## config.mk

```make
export PLATFORM = sky130hd
export DESIGN_NAME = goc_front
export DESIGN_NICKNAME = d
export VERILOG_FILES = /design/src/rtl/goc_pkg.sv /design/src/rtl/goc_front.sv
export SDC_FILE = /design/constraint.sdc
export NUM_CORES = 1
export LEC_CHECK = 0
export BUFFER_PORTS_ARGS = -buffer_cell sky130_fd_sc_hd__buf_2
export CAP_MARGIN = 20
export CORE_MARGIN = 5
export CORE_UTILIZATION = 29
export DETAILED_ROUTE_END_ITERATION = 10
export PLACE_DENSITY = 0.63
export RECOVER_POWER = 100
export SLEW_MARGIN = 30
export SYNTH_ARGS = -nofsm -noshare
export SYNTH_HDL_FRONTEND = slang
export SYNTH_SLANG_ARGS = --single-unit
export TNS_END_PERCENT = 5
```

## constraint.sdc

```tcl
create_clock -name clk -period 4.02 [get_ports clk]
set_input_delay 0.804 -clock clk [delete_from_list [all_inputs] [get_ports clk]]
set_output_delay 0.804 -clock clk [all_outputs]
set_load 0.02 [all_outputs]
```

## src/rtl/goc_pkg.sv

```systemverilog
package goc_pkg;

  localparam int RATE_W      = 16;
  localparam int SUM_W       = 24;
  localparam int CNT_W       = 8;
  localparam int DB_W        = 15;
  localparam int BYTE_W      = 8;

  // The reciprocal is scaled by 2**31, which keeps the quotient exact for
  // any 24-bit magnitude and any divisor from 2 to 255.
  localparam int DIV_SHIFT   = 31;
  localparam int RECIP_W     = 31;

  localparam int IN_TDATA_W  = 6 * BYTE_W;
  localparam int OUT_TDATA_W = 3 * RATE_W;
  localparam int OUT_TUSER_W = 2;
  localparam int USER_VALID_BIT = 0;
  localparam int USER_CAL_BIT   = 1;

  localparam int APB_DATA_W  = 32;
  localparam int APB_ADDR_W  = 3;
  localparam int REG_IDX_W   = APB_ADDR_W - 2;

  localparam logic [REG_IDX_W-1:0] REG_Z_DEADBAND = 1'b0;
  localparam logic [DB_W-1:0]      Z_DEADBAND_RST = 15'd6;

  typedef struct packed {
    logic [RATE_W-1:0] rate_z;
    logic [RATE_W-1:0] rate_y;
    logic [RATE_W-1:0] rate_x;
    logic              read_ok;
  } goc_item_t;

endpackage

```

## src/rtl/goc_front.sv

```systemverilog
module goc_front (
  input  logic                             clk,
  input  logic                             rst_n,
  input  logic                             in_tvalid,
  output logic                             in_tready,
  input  logic [goc_pkg::IN_TDATA_W-1:0]   in_tdata,
  input  logic [0:0]                       in_tuser,
  input  logic [goc_pkg::DB_W-1:0]         z_deadband,
  output logic                             item_valid,
  output goc_pkg::goc_item_t               item,
  input  logic                             item_ready
);

  logic                           vld_r;
  logic [goc_pkg::IN_TDATA_W-1:0] bytes_r;
  logic                           ok_r;

  logic [goc_pkg::RATE_W-1:0] raw_x;
  logic [goc_pkg::RATE_W-1:0] raw_y;
  logic [goc_pkg::RATE_W-1:0] raw_z;
  logic [goc_pkg::RATE_W:0]   z_ext;
  logic [goc_pkg::RATE_W:0]   z_mag;
  logic                       z_dead;

  assign in_tready  = !vld_r || item_ready;
  assign item_valid = vld_r;

  always_ff @(posedge clk) begin
    if (!rst_n) begin
      vld_r <= 1'b0;
    end else if (in_tready) begin
      vld_r <= in_tvalid;
    end
  end

  always_ff @(posedge clk) begin
    if (in_tvalid && in_tready) begin
      bytes_r <= in_tdata;
      ok_r    <= in_tuser[0];
    end
  end

  // Each axis arrives high byte first.
  always_comb begin
    raw_x = {bytes_r[7:0],   bytes_r[15:8]};
    raw_y = {bytes_r[23:16], bytes_r[31:24]};
    raw_z = {bytes_r[39:32], bytes_r[47:40]};
    // One extra bit so that the most negative rate has a proper magnitude.
    z_ext  = {raw_z[goc_pkg::RATE_W-1], raw_z};
    z_mag  = z_ext[goc_pkg::RATE_W] ? (~z_ext + 1'b1) : z_ext;
    z_dead = z_mag < {2'b00, z_deadband};

    item.rate_x  = raw_x;
    item.rate_y  = raw_y;
    item.rate_z  = z_dead ? '0 : raw_z;
    item.read_ok = ok_r;
  end

endmodule

```

# After elaboration in Yosys (flattened, before gate mapping)
# Cells that the tools add are included.
# classes
bitwise_logic,1
addsub,1
magnitude_cmp,1
muxes,2
reduce_logical,3
# ops
operator,n
"adder 17 x 1 -> 17 bit, second input constant",1
less-than comparator 17 x 15 -> 1 bit,1
two-way mux 17 bit,1
NOT 17 bit,1
two-way mux 16 bit,1
logical AND 1 bit,1
logical NOT 1 bit,1
logical OR 1 bit,1
# totals
reg_bits,50
elab_cells,11
inputBits,68

# Depth between registers and ports, before layout
# Gate-level depths: netlist of run 1.
# depth
word_depth,5
depth_mapped,13
depth_no_buf,12

# Worst setup path after synthesis of run 1
# Ideal clock, no wire load.
# synth_path
path_type,register to output
startpoint,register bytes_r[44] (netlist name)
endpoint,output item[37] (netlist name)
n_path_buf,1
path_slack_ns,-0.312
arrival_ns,3.528
path_stages_with_launch,12
t_required_ns,3.216
path_cell_list,edfxtp_1 > or4_4 > or3_4 > o31ai_1 > nand2_1 > xor2_1 > ha_1 > a221oi_1 > o2111ai_1 > o21ai_0 > clkbuf_2 > a21boi_1
# synth_lines
element,line,source
from (decl),goc_front.sv:15,logic [goc_pkg::IN_TDATA_W-1:0] bytes_r;
from (signal assigned),goc_front.sv:38,bytes_r <= in_tdata;
to (decl),goc_front.sv:10,"output goc_pkg::goc_item_t item,"

==> impl.org, run 1 <==
** CTS
- Clock tree sinks :: 50
- After clock tree synthesis, the setup repair step added 0 buffers.
- Clock-pin slew on the worst setup and hold paths :: approximately 0.090 ns
- In this run the number of H-tree levels came out at 2.
- Longest Clk Path Bufs :: 2
- TritonCTS built the clock tree.
- Hold buffers post-CTS :: 0
- Total CTS buffers :: 5
- The tree is rooted in a sky130_fd_sc_hd__clkbuf_8.
- Clk_lat worst skew :: 0.29 ns

** Setup path
- In this run the critical register-to-register path is launched from item_valid$_SDFFE_PN0N_.
- Worst setup path endpoint :: item[42]
- Setup crit start :: bytes_r[44]$_DFFE_PP_
- Data on the critical path arrives at its endpoint at roughly 3.6 ns.
- Of all nets on the critical path, the largest fanout is 13.
- Worst r2r dst :: bytes_r[1]$_DFFE_PP_
- The worst setup path is of the reg -> out kind.
- At the worst endpoint, the required time is 3.22 ns.
- In this design, the critical path's most frequently occurring cell is sky130_fd_sc_hd__or4_4.
- Traced cell by cell, the critical path runs through or4_4 > or3_4 > or4_4 > nand2_2 > xnor2_2 > ha_1 > a31o_2 > a221oi_2 > o21ai_1 > o21ai_2 > buf_12 > nor2b_1 > buf_2.
- Peak per-stage delay on the critical path :: 0.55 ns
- The worst register-to-register path has a depth of 2.
- Critical Path Source Type :: register
- Type of destination of the critical path :: output pin
- Worst-path cell with the longest stage delay :: sky130_fd_sc_hd__or4_4
- Setup slack on the worst reg-to-reg path comes out at 0.99 ns.

** Cells and area
- Most common cell after layout, fill and taps aside :: sky130_fd_sc_hd__buf_2
- In the final design database the tool counted roughly 380 nets.
- Layout cell share with drive strength beyond 1 :: 0.415
- Top library cells by usage in the layout, fill and taps aside :: 72 x sky130_fd_sc_hd__buf_2, 49 x sky130_fd_sc_hd__edfxtp_1, 37 x sky130_fd_sc_hd__clkbuf_1
- Area growth from synthesis to final layout :: 29.9%
- 0 antenna diodes ended up in the layout.
- Once layout is done, the placed cells without fillers occupy 3330 µm².
- Once layout is complete, the utilization of the core stands at 0.384.

** Route
- For this block, the initial DRC count from the detailed router was 27.
- In the routed layout, each cell is associated on average with a via count of ~4.3.
- Summing over every cut layer, the via total after detailed routing is approximately 1,700.
- Wire length per cell :: 13.8 µm
- Summed over all layers, the routed wires come to 5530 µm.
- Detailed-router iteration count before antenna repair :: 4
- Number of nets with antenna violations after detailed routing :: 0
- # DRC :: 0

** Logic synthesis
- Post-Synthesis Cells :: 195
- Syn avg cell area :: 13.1 µm²
- Summing every instance area after synthesis gives between 2000 and 3000 µm².
- In this run, synthesis inferred slightly below 50 flip-flops with an integrated enable.
- For this run, the number of Yosys warnings is 0.
- Most frequently used flop master after synthesis :: sky130_fd_sc_hd__edfxtp_1
- Post-synthesis sequential area ratio :: 0.582
- Number of synthesized register bits :: 50
- Fraction of registers with async set/reset :: 0
- When the netlist entered floorplanning its net count stood at approximately 280.
- Number of distinct library cells after synthesis :: 35

** Floorplanning
- I/O Pins :: 119
- The die is roughly 100 µm tall.
- Floorplan die width :: 104 µm
- The floorplan has 34 rows.
- The total area inside the core boundary comes to 8680 µm².
- Initial Utilization :: 0.295
- Die outline area :: ~11,000 µm²

** STA
- The final count of hold timing violations was 0.
- Setup Viol. Count Final :: 16
- Total negative setup slack :: -5.09 ns
- On the final layout, the worst clock skew is 0.00544 ns.
- Slew of the pin with the lowest slew margin :: 2.95 ns
- Static timing analysis puts the maximum clock frequency at 0.229 GHz.
- The worst pin sits at a relative slew slack of -0.969.
- Counting I/O delays and the setup requirement, the final critical path takes roughly 4.4 ns.
- Share of the cycle needed by the critical path after routing :: 1.09
- On the final layout, the worst hold slack is 0.552 ns.
- Setup repair after global routing could not meet its margin everywhere.
- Final-report max-slew violation count :: 50
- Final setup margin :: -0.352 ns

** GRT
- Vias in the first global route :: 1,811
- The initial antenna violation count is 0.
- Total global routing overflow :: 0
- Across every metal layer, demand over resource in global routing totals 0.0988.
- First-pass GRT wire length :: 8690 µm
- Maximum number of pins on one net before global-route repair :: 50

** Place
- Count of input and output buffers :: 118
- Area post-placement :: 3190 µm²
- The wire-length estimate of the detail-placed layout is 4560 µm.
- Global placement routability congestion :: slightly below 0.8

** Power
- Across the VDD grid, the largest voltage drop is about 0.30 mV.
- For this design the static power due to leakage is roughly 0.0014 µW.
- In this run the power density over the cells is 383 nW/µm².

** Flow run
- Max Cap Violations :: 1

** Run status
- Violated checks :: max-capacitance violations, max-slew violations, negative setup slack
- Status :: finished, violations left

** Hold path
- The tightest min-delay check is of the reg -> reg type.
worst max-delay path: cells and delay by family, from the launching register on:
| family | cells | cell delay (ns) |
|---|---|---|
| flops | 1 | 0.39 |
| compound gates | 4 | 0.64 |
| buf+inv | 2 | 0.35 |
| simple gates | 5 | 1.51 |
| xor+xnor | 1 | 0.11 |
| fa+ha+maj | 1 | 0.25 |
Yosys cell counts, types with 3 or more instances:
cell	count	area share
sky130_fd_sc_hd__a21oi_1	3	0.0059
sky130_fd_sc_hd__and2_1	3	0.0073
sky130_fd_sc_hd__buf_4	33	0.097
sky130_fd_sc_hd__edfxtp_1	49	0.57
sky130_fd_sc_hd__ha_1	15	0.073
sky130_fd_sc_hd__inv_1	18	0.026
sky130_fd_sc_hd__nand2_1	6	0.0088
sky130_fd_sc_hd__nand2b_1	4	0.0098
sky130_fd_sc_hd__nor2b_1	11	0.027
sky130_fd_sc_hd__o21ai_0	9	0.018
sky130_fd_sc_hd__o31ai_1	3	0.0088
sky130_fd_sc_hd__xnor2_1	11	0.038
power by group:
part	internal, µW	total (µW)	leakage (µW)	switching [µW]
Sequential	611	628	0.000482	17.2
Combinational	137	306	0.000877	169
Clock	186	340	0.0000514	154
Total	934	1270	0.00141	340
worst min path at each step:
stage	to	slack [ns]	from	depth (start not counted)
floorplan	item_valid$_SDFFE_PN0N_	0.75	item_valid$_SDFFE_PN0N_	2
global placement	item_valid$_SDFFE_PN0N_	0.50	item_valid$_SDFFE_PN0N_	2
detailed placement	item_valid$_SDFFE_PN0N_	0.54	item_valid$_SDFFE_PN0N_	2
CTS	item_valid$_SDFFE_PN0N_	0.56	item_valid$_SDFFE_PN0N_	2
global route	item_valid$_SDFFE_PN0N_	0.60	item_valid$_SDFFE_PN0N_	2
finish	item_valid$_SDFFE_PN0N_	0.55	item_valid$_SDFFE_PN0N_	2
final cells by class:
type / count / area [µm²]
clock buffers: 6 / 72.6
clock inverters: 2 / 37.5
fillers: 871 / 5350
inverters: 18 / 67.6
multi-input cells: 92 / 852
flip-flops and latches: 50 / 1490
well taps: 108 / 135
repair buffers: 126 / 673
cells by family after synthesis:
logic type / Yosys count / share of synthesized area
AOI/OAI and AO/OA: 29 / 0.0791
xor gates and xnor gates: 13 / 0.0444
adders and majority gates: 15 / 0.0732
buffers and inverters: 53 / 0.129
DFF: 50 / 0.582
and+or+nand+nor: 35 / 0.0922
state kept, by name (all words and copies together) (netlist names):
signal and flops:
ok_r 1, bytes_r 48, item_valid 1
metrics by stage:
stage	total power (µW)	instances	setup slack [ns]
floorplan	844	195	-0.00866
global placement	928	394	-0.0359
detailed placement	933	394	-0.0634
CTS	1290	402	-0.396
global route	1350	402	-0.500
finish	1270	402	-0.352
what timing repair did:
action	CTS	global route
resized for setup	16	6
pin swaps	0	1
gates cloned	0	0
setup endpoints to repair	16	16
metal layers:
layer	part of all wire	routed length (µm)	track usage
met2	0.47	2590	0.165
met5	0	0	0
met4	0.029	162	0.0444
met3	0.14	755	0.0515
met1	0.37	2020	0.103
(Power assumes the default switching activity.)
==> run 2: changes to the inputs <==
--- a/config.mk
+++ b/config.mk
@@ -7,10 +7,12 @@
 export LEC_CHECK = 0
 export BUFFER_PORTS_ARGS = -buffer_cell sky130_fd_sc_hd__buf_2
 export CAP_MARGIN = 20
+export CELL_PAD_IN_SITES_DETAIL_PLACEMENT = 1
+export CELL_PAD_IN_SITES_GLOBAL_PLACEMENT = 1
 export CORE_MARGIN = 5
 export CORE_UTILIZATION = 29
 export DETAILED_ROUTE_END_ITERATION = 10
-export PLACE_DENSITY = 0.63
+export PLACE_DENSITY = 0.77
 export RECOVER_POWER = 100
 export SLEW_MARGIN = 30
 export SYNTH_ARGS = -nofsm -noshare
==> impl.org, run 2 (same netlist as run 1, synthesis figures left out) <==
** Hold path
- Hold crit path type :: reg -> reg

** Cells and area
- Final net count :: between 300 and 400
- The library cell used most frequently in the layout, excluding fill and tap cells, is sky130_fd_sc_hd__buf_2.
- Count of placed standard cells in the final layout, fillers left out :: roughly 410
- The register with the most flip-flops in the layout has 48 of them.
- After filler insertion, the fill cell instance count of the layout stands at 983.
- Of the cells placed in the final design, the portion with a size suffix greater than 1 is 0.423.
- The top cell types in the final layout, fill and taps aside, are 69 x sky130_fd_sc_hd__buf_2, 49 x sky130_fd_sc_hd__edfxtp_1, 37 x sky130_fd_sc_hd__clkbuf_1.
- Antenna diode instance count :: 0
- Area growth from synthesis to final layout :: 32.2%
- Largest register by flop count :: bytes_r

** GRT
- Overall global routing resource usage :: 0.121
- For this run the aggregate overflow at the end of global routing stands at 0.
- Vias in the first global route :: 2,011
- The initial antenna violation count was 0.
- First-pass GRT wire length :: 10,500 µm
- Entering global routing, the biggest net connects 50 pins.

** Power
- For this design the ratio of total power to cell area is 387 nW/µm².
- IR analysis of the VDD net gives a maximum drop of a little under 0.3 mV.
- Of the total power, the clock network draws 0.260.
- Cell internal pwr :: approximately 950 µW
- Summed over all cells, the static leakage comes to 0.00143 µW.
- For this design the total switching power over the nets is about 360 µW.
- Net Sw Frac :: 0.271
- Share of total power in sequential cells :: 0.479
- Fraction of power consumed by combinational cells :: 0.261

** Setup path
- Among the stages of the critical path, the cell type that occurs most often is sky130_fd_sc_hd__or4_4.
- At the worst endpoint, the required time is 3.22 ns.
- At the worst endpoint, the arrival time is 3.65 ns.
- Critical Path Source Type :: register
- Largest delay contributor family on the critical path :: simple AND/OR/NAND/NOR gates
- The worst setup path is captured at an output pin.
- Maximum fanout count along the critical path :: 7
- Together, buffers and inverters on the worst path number 3.
- The slowest stage of the critical path belongs to the cell sky130_fd_sc_hd__or4_4.
- Peak per-stage delay on the critical path :: 0.56 ns
- Traced cell by cell, the critical path runs through or4_4 > or3_4 > or4_4 > nand2_2 > xnor2_1 > ha_1 > a31o_2 > a221oi_2 > o21ai_1 > o21ai_2 > buf_6 > buf_12 > nor2b_1 > buf_2.
- The critical path is of the reg -> out type.

** Floorplanning
- I/O Pins :: ~120
- Row generation in the floorplan step produced 34 rows.
- Floorplan die width :: 104 µm
- Die height :: 104 µm
- The core region is 8680 µm².
- The floorplan step defined a die boundary enclosing 10,800 µm².
- Initial Utilization :: 0.295

** Place
- After legalization and detailed placement, the total HPWL measured 5380 µm.
- Counting tap cells, the placed design contains a total of a little under 400 instances.
- Global placement routability congestion :: 0.712
- Place WS :: -0.180 ns
- Count of input and output buffers :: 118

** Run status
- Violated checks :: max-capacitance violations, max-slew violations, negative setup slack
- The flow ran to the end, but the final reports show violations.

** STA
- On the final layout, the worst clock skew is 0.00601 ns.
- Final-report max-slew violation count :: 50
- The final count of hold timing violations came to 0.
- Across all hold checks on the routed design, the worst slack comes to 0.544 ns.
- Relative slew slack :: -0.986
- Slew of the pin with the lowest slew margin :: 2.98 ns
- Setup repair after global routing could not meet its margin everywhere.
- Max Fclk :: ~0.22 GHz
- Once routing completed, OpenROAD measured the worst setup slack at -0.434 ns.
- Post-layout min period :: roughly 4.5 ns
- In the finished design, the share of the clock period the worst path needs comes to 1.11.
- Setup violations remaining at the end of the flow were counted as 16.
- Adding up every negative setup slack in the final design gives -6.51 ns.

** CTS
- At the later pin of the worst-skew pair, clock insertion delay measures 0.29 ns.
- The clock passes through at most 2 buffers.
- The root buffer cell chosen for the clock tree is sky130_fd_sc_hd__clkbuf_8.
- TritonCTS built the clock tree.
- The clock net in this run drives a total of 50 sinks.
- TritonCTS created 5 clock buffers.
- Clock-pin slew on the worst setup and hold paths :: 0.09 ns
- Clock H-tree levels :: 2
- Hold buffers post-CTS :: 0

** Route
- After detailed routing, the average wire length per cell comes to ~16 µm.
- # DRC :: 0
- The first detailed-routing pass ran for 4 iterations.
- The count of nets left with antenna violations once routing finished came out at 0.
- Dividing the detail-routed via count by the number of cells gives between 4 and 5.
- Wires add up to 6340 µm.
- Number of vias after detailed routing :: 1,781
- Iteration-0 DRC count of the detailed router :: 47

** Flow run
- The tool flagged a number of max-cap violations equal to 1.
[run 2: final cells by class]
type	instances	area [µm²]	area share
clock buffer	6	72.6	0.0214
clock inverter	2	37.5	0.0111
inverter	18	67.6	0.0199
multi-input combinational	92	851	0.251
sequential	50	1490	0.440
tap	108	135	0.0399
timing repair buffer	130	734	0.217
[run 2: per-stage QoR]
| step | util | power, µW | instance area [µm²] |
|---|---|---|---|
| CTS | 0.394 | 1330 | 3420 |
| global placement | 0.372 | 945 | 3220 |
| floorplan | - | 844 | 2660 |
| global route | 0.391 | 1380 | 3390 |
| detailed placement | 0.372 | 958 | 3230 |
| finish | 0.391 | 1310 | 3390 |
[run 2: power groups by stage]
stage	clock (µW)	combinational, µW	sequential, µW
6_report	340	343	628
4_1_cts	355	350	625
3_5_place_dp	0	321	637
5_1_grt	377	376	632
2_1_floorplan	0	209	635
3_3_place_gp	0	309	636
[run 2: metal layers]
layer,global-route usage,vias to the layer above,part of all wire,wire length (µm)
met5,0,-,0,0
met4,0.0389,0,0.014,88
met3,0.0602,7,0.13,854
met2,0.211,87,0.51,3220
met1,0.125,824,0.34,2170
li1,-,863,-,-
[run 2: worst reg2reg max path, stage by stage (launching register included)]
cell	delay [ns]
sky130_fd_sc_hd__dfxtp_1	0.32
sky130_fd_sc_hd__nand2b_1	0.10
sky130_fd_sc_hd__and2_0	2.15
[run 2: worst paths after layout]
kind / start / end / slack, ns / cells past startpoint
setup / recovery: bytes_r[44]$_DFFE_PP_ / item[39] / -0.43 / 14
hold / removal: item_valid$_SDFFE_PN0N_ / item_valid$_SDFFE_PN0N_ / 0.54 / 2
setup reg to reg: item_valid$_SDFFE_PN0N_ / bytes_r[33]$_DFFE_PP_ / 0.97 / 2
hold reg to reg: item_valid$_SDFFE_PN0N_ / item_valid$_SDFFE_PN0N_ / 0.54 / 2
[run 2: repair_timing]
item | CTS | global route
setup buffers | 1 | 0
hold endpoints to repair | 0 | 0
resized for setup | 24 | 4
pin swaps | 2 | 0
endpoints found under the setup margin | 16 | 16
==> run 3: changes to the inputs <==
--- a/config.mk
+++ b/config.mk
@@ -5,11 +5,12 @@
 export SDC_FILE = /design/constraint.sdc
 export NUM_CORES = 1
 export LEC_CHECK = 0
+export ABC_AREA = 1
 export BUFFER_PORTS_ARGS = -buffer_cell sky130_fd_sc_hd__buf_2
 export CAP_MARGIN = 20
 export CELL_PAD_IN_SITES_DETAIL_PLACEMENT = 1
 export CELL_PAD_IN_SITES_GLOBAL_PLACEMENT = 1
-export CORE_MARGIN = 5
+export CORE_MARGIN = 1
 export CORE_UTILIZATION = 29
 export DETAILED_ROUTE_END_ITERATION = 10
 export PLACE_DENSITY = 0.77
==> impl.org, run 3 <==
** Run status
- The flow ran to the end, but the final reports show violations.
- Violated checks :: max-capacitance violations, max-slew violations

** STA
- In the finished design, the share of the clock period the worst path needs comes to 0.935.
- Unrepaired setup endpoints after global routing :: yes
- Relative slew slack :: -0.266
- Max Fclk :: 0.266 GHz
- Final-report max-slew violation count :: 22
- The routed design could run at a clock period as short as approximately 3.8 ns.
- Skew final :: between 0.009 and 0.01 ns
- Setup violations remaining at the end of the flow were counted as 0.
- Number of hold violations in the final report :: 0
- For the pin with the worst max-slew slack, the measured transition is 1.90 ns.

** Route
- Iteration-0 DRC count of the detailed router :: 24
- Number of nets with antenna violations after detailed routing :: 0
- The routed layout has 1,885 vias.
- After detailed routing, the number of vias per cell comes to 4.21.
- Final wirelength :: 5780 µm
- In the final routed layout, each cell accounts on average for 12.9 µm.
- # DRC :: 0
- For this run, the detailed router's first-pass iteration total came to 3.

** Power
- Cell internal power was estimated by the tool at 839 µW.
- Share of total power in sequential cells :: 0.524
- Proportion of power drawn by the clock network :: 0.246
- Tot Pwr :: about 1200 µW
- Summed over all cells, the static leakage comes to approximately 0.0015 µW.
- Net Sw Frac :: 0.294
- Across the VDD grid, the largest voltage drop is 0.259 mV.
- Dividing total power by cell area gives a power density of 361 nW/µm².
- Fraction of power consumed by combinational cells :: 0.231
- Psw :: 350 µW

** CTS
- The H-tree generated during clock tree synthesis spans 2 levels.
- TritonCTS clock tree :: built
- CTS Root Buffer Type :: sky130_fd_sc_hd__clkbuf_8
- Clock-pin slew on the worst setup and hold paths :: 0.09 ns
- Clock tree sinks :: 50
- Clock tree synthesis inserted a total of 5 buffers.
- Longest Clk Path Bufs :: 2
- Hold buffers post-CTS :: 0
- Clk_lat worst skew :: 0.29 ns

** Cells and area
- The repair_antennas step left the layout with diodes totalling 0.
- Count of placed standard cells in the final layout, fillers left out :: 448
- After routing the design area is 3290 µm².
- Top library cells by usage in the layout, fill and taps aside :: 74 x sky130_fd_sc_hd__buf_2, 49 x sky130_fd_sc_hd__edfxtp_1, 38 x sky130_fd_sc_hd__clkbuf_1
- Final net count :: 422
- Leaving out fill and tap cells, the most frequent cell in the layout is sky130_fd_sc_hd__buf_2.
- Compared with the post-synthesis result, the final layout area differs by 21.0%.
- Final design utilization :: 0.370
- bytes_r holds more flip-flops than any other register.
- The register with the most flip-flops in the layout has 48 of them.
- Of the cells placed in the final design, the portion with a size suffix greater than 1 is 0.365.

** Setup path
- Reg-to-reg slack, setup :: approximately 1.1 ns
- Along the worst path, the maximum fanout reaches 9.
- On the worst path, the slowest cell contributes a delay of approximately 0.38 ns.
- Tracing the worst setup path back leads to its startpoint at bytes_r[40]$_DFFE_PP_.
- Counting buffers and inverters, the worst setup path is 18 cells deep.
- Data arrival time of the worst path :: 2.96 ns
- Crit path buf inv count :: 5
- Launching point of the worst reg2reg path :: item_valid$_SDFFE_PN0N_
- Number of cells on the worst reg-to-reg path :: 2
- The endpoint identified for the worst register-to-register timing path is bytes_r[7]$_DFFE_PP_.
- STA puts the critical path data required time at about 3.2 ns.
- Worst setup path endpoint :: item[37]
- The kind of cell with the highest combined delay along the critical path is simple AND/OR/NAND/NOR gates.
- Path type of the worst setup path :: reg -> out
- Critical Path Source Type :: register
- Type of destination of the critical path :: output pin
- On the critical path, the stage with the largest delay is an instance of sky130_fd_sc_hd__edfxtp_1.
- The cell that appears most often on the critical path is sky130_fd_sc_hd__nand2_1.
- List of cells traversed by the critical path :: inv_2 > ha_1 > inv_1 > nor2_4 > nand3_2 > o31ai_4 > nand2_1 > nand2_1 > nand2_1 > ha_1 > nand2_1 > inv_1 > a21oi_2 > o211ai_2 > nor2_8 > buf_12 > nor2_1 > buf_2

** Floorplanning
- Die outline area :: 9760 µm²
- 119 I/O pins were placed.
- The floorplan has 34 rows.
- Core box area :: 8890 µm²
- Floorplan die width :: 98.8 µm
- Initial Utilization :: 0.306
- Die height :: 98.8 µm

** GRT
- For this run, the total global-route usage over all layers was measured as 0.123.
- The initial antenna violation count is 1.
- For this run the aggregate overflow at the end of global routing stands at 0.
- Entering global routing, the biggest net connects 30 pins.
- First-pass GRT wire length :: 9300 µm
- Vias in the first global route :: 2,034

** Place
- Counting tap cells, the placed design contains a total of 437 instances.
- Detailed placement ended at an HPWL of between 4000 and 5000 µm.
- Count of input and output buffers :: 118
- The congestion estimate from routability-driven global placement came to about 0.80.
- Area post-placement :: between 3000 and 4000 µm²

** Logic synthesis
- Synthesis handed over a netlist of 244 instances.
- Syn avg cell area :: 11.1 µm²
- Number of flops mapped to enable cells by yosys :: between 40 and 50
- Number of distinct library cells after synthesis :: 27
- Fraction of synthesized cell area taken by the top area cell type :: 0.541
- Most used standard cell by instance count after synthesis :: sky130_fd_sc_hd__edfxtp_1
- In the synthesized netlist the dominant register cell turns out to be sky130_fd_sc_hd__edfxtp_1.
- Post-synth top cells :: 49 x sky130_fd_sc_hd__edfxtp_1, 35 x sky130_fd_sc_hd__inv_1, 35 x sky130_fd_sc_hd__nand2_1, 33 x sky130_fd_sc_hd__buf_4
- In this run the cell area of the synthesized design comes to roughly 2700 µm².
- Number of synthesized register bits :: 50
- Counting flops with an async set or reset pin after synthesis yields a share of 0.
- The largest total area in the synthesized netlist belongs to sky130_fd_sc_hd__edfxtp_1.
- Top cells by area, synth :: sky130_fd_sc_hd__edfxtp_1 54%, sky130_fd_sc_hd__buf_4 9.1%, sky130_fd_sc_hd__ha_1 6.9%
- The share of the Yosys chip area taken by registers is 0.549.
- During synthesis, Yosys emitted a total of 0 warnings.
- Synthesized Nets :: 327

** Hold path
- The worst hold path belongs to the class reg -> reg.
- Worst hold start :: item_valid$_SDFFE_PN0N_

** Flow run
- Max Cap Violations :: 1
## run 3: cell types whose count changed after synthesis, moves of 4 or more
cell,delta
sky130_fd_sc_hd__xnor2_1,-11
sky130_fd_sc_hd__inv_1,+17
sky130_fd_sc_hd__a21oi_1,+5
sky130_fd_sc_hd__o21ai_0,-4
sky130_fd_sc_hd__nand2_1,+29
sky130_fd_sc_hd__inv_2,+5
sky130_fd_sc_hd__xor2_1,+8
sky130_fd_sc_hd__nor2_4,+6
sky130_fd_sc_hd__nor2_2,+8
sky130_fd_sc_hd__nor2b_1,-11
sky130_fd_sc_hd__nor2_1,+13
sky130_fd_sc_hd__nand2b_1,-4
## run 3: final cells by class
type / instances / area [µm²]
Timing Repair Buffer: 123 / 596
Tap cell: 108 / 135
Clock inverter: 2 / 17.5
Clock buffer: 6 / 72.6
Fill cell: 1032 / 5600
Multi-Input combinational cell: 119 / 826
Sequential cell: 50 / 1490
Inverter: 40 / 150
## run 3: per-stage QoR
| step | hold slack, ns | setup TNS, ns | worst slack, ns |
|---|---|---|---|
| global placement | 0.537 | 0 | 0.337 |
| CTS | 0.562 | 0 | 0.00656 |
| finish | 0.528 | 0 | 0.260 |
| floorplan | 0.729 | 0 | 0.315 |
| detailed placement | 0.545 | 0 | 0.160 |
| global route | 0.587 | -0.00104 | -0.00104 |
## run 3: repair_timing
action | CTS | global route
setup buffers | 3 | 0
pin swaps | 2 | 1
hold endpoints to repair | 0 | 0
resized for setup | 3 | 5
setup endpoints to repair | 16 | 16
## run 3: tightest hold or removal path, cell delays in order, from the launching register on
cell                       delay [ns]
sky130_fd_sc_hd__dfxtp_1         0.34
sky130_fd_sc_hd__nand2_1         0.08
sky130_fd_sc_hd__a21boi_0        0.07
## run 3: metal layers
layer | GRT usage | part of all wire | vias to the layer above
met2 | 0.226 | 0.51 | 88
met1 | 0.122 | 0.36 | 845
met3 | 0.0582 | 0.12 | 6
met5 | 0 | 0 | -
li1 | - | - | 946
met4 | 0.0413 | 0.014 | 0
## run 3: cells by family (layout without fill, tap and decap cells)
| kind of cell | count (synthesis) | after routing | share of synthesized area |
|---|---|---|---|
| adders and majority gates | 15 | 15 | 0.0691 |
| buffers and inverters | 75 | 171 | 0.155 |
| DFF | 50 | 50 | 0.549 |
| xor gates and xnor gates | 10 | 10 | 0.0322 |
| and+or+nand+nor | 75 | 75 | 0.148 |
| AOI/OAI and AO/OA | 19 | 19 | 0.0470 |
## run 3: power groups by stage
stage / clock network [µW] / registers [µW] / logic [µW]
2_1_floorplan: 0 / 632 / 202
3_3_place_gp: 0 / 632 / 261
3_5_place_dp: 0 / 634 / 270
4_1_cts: 306 / 622 / 284
5_1_grt: 323 / 626 / 306
6_report: 292 / 623 / 274
## run 3: worst min path at each step
stage                               to  depth (start not counted)
6_report       item_valid$_SDFFE_PN0N_                          2
5_1_grt        item_valid$_SDFFE_PN0N_                          2
4_1_cts        item_valid$_SDFFE_PN0N_                          2
3_5_place_dp   item_valid$_SDFFE_PN0N_                          2
3_3_place_gp   item_valid$_SDFFE_PN0N_                          2
2_1_floorplan  item_valid$_SDFFE_PN0N_                          2
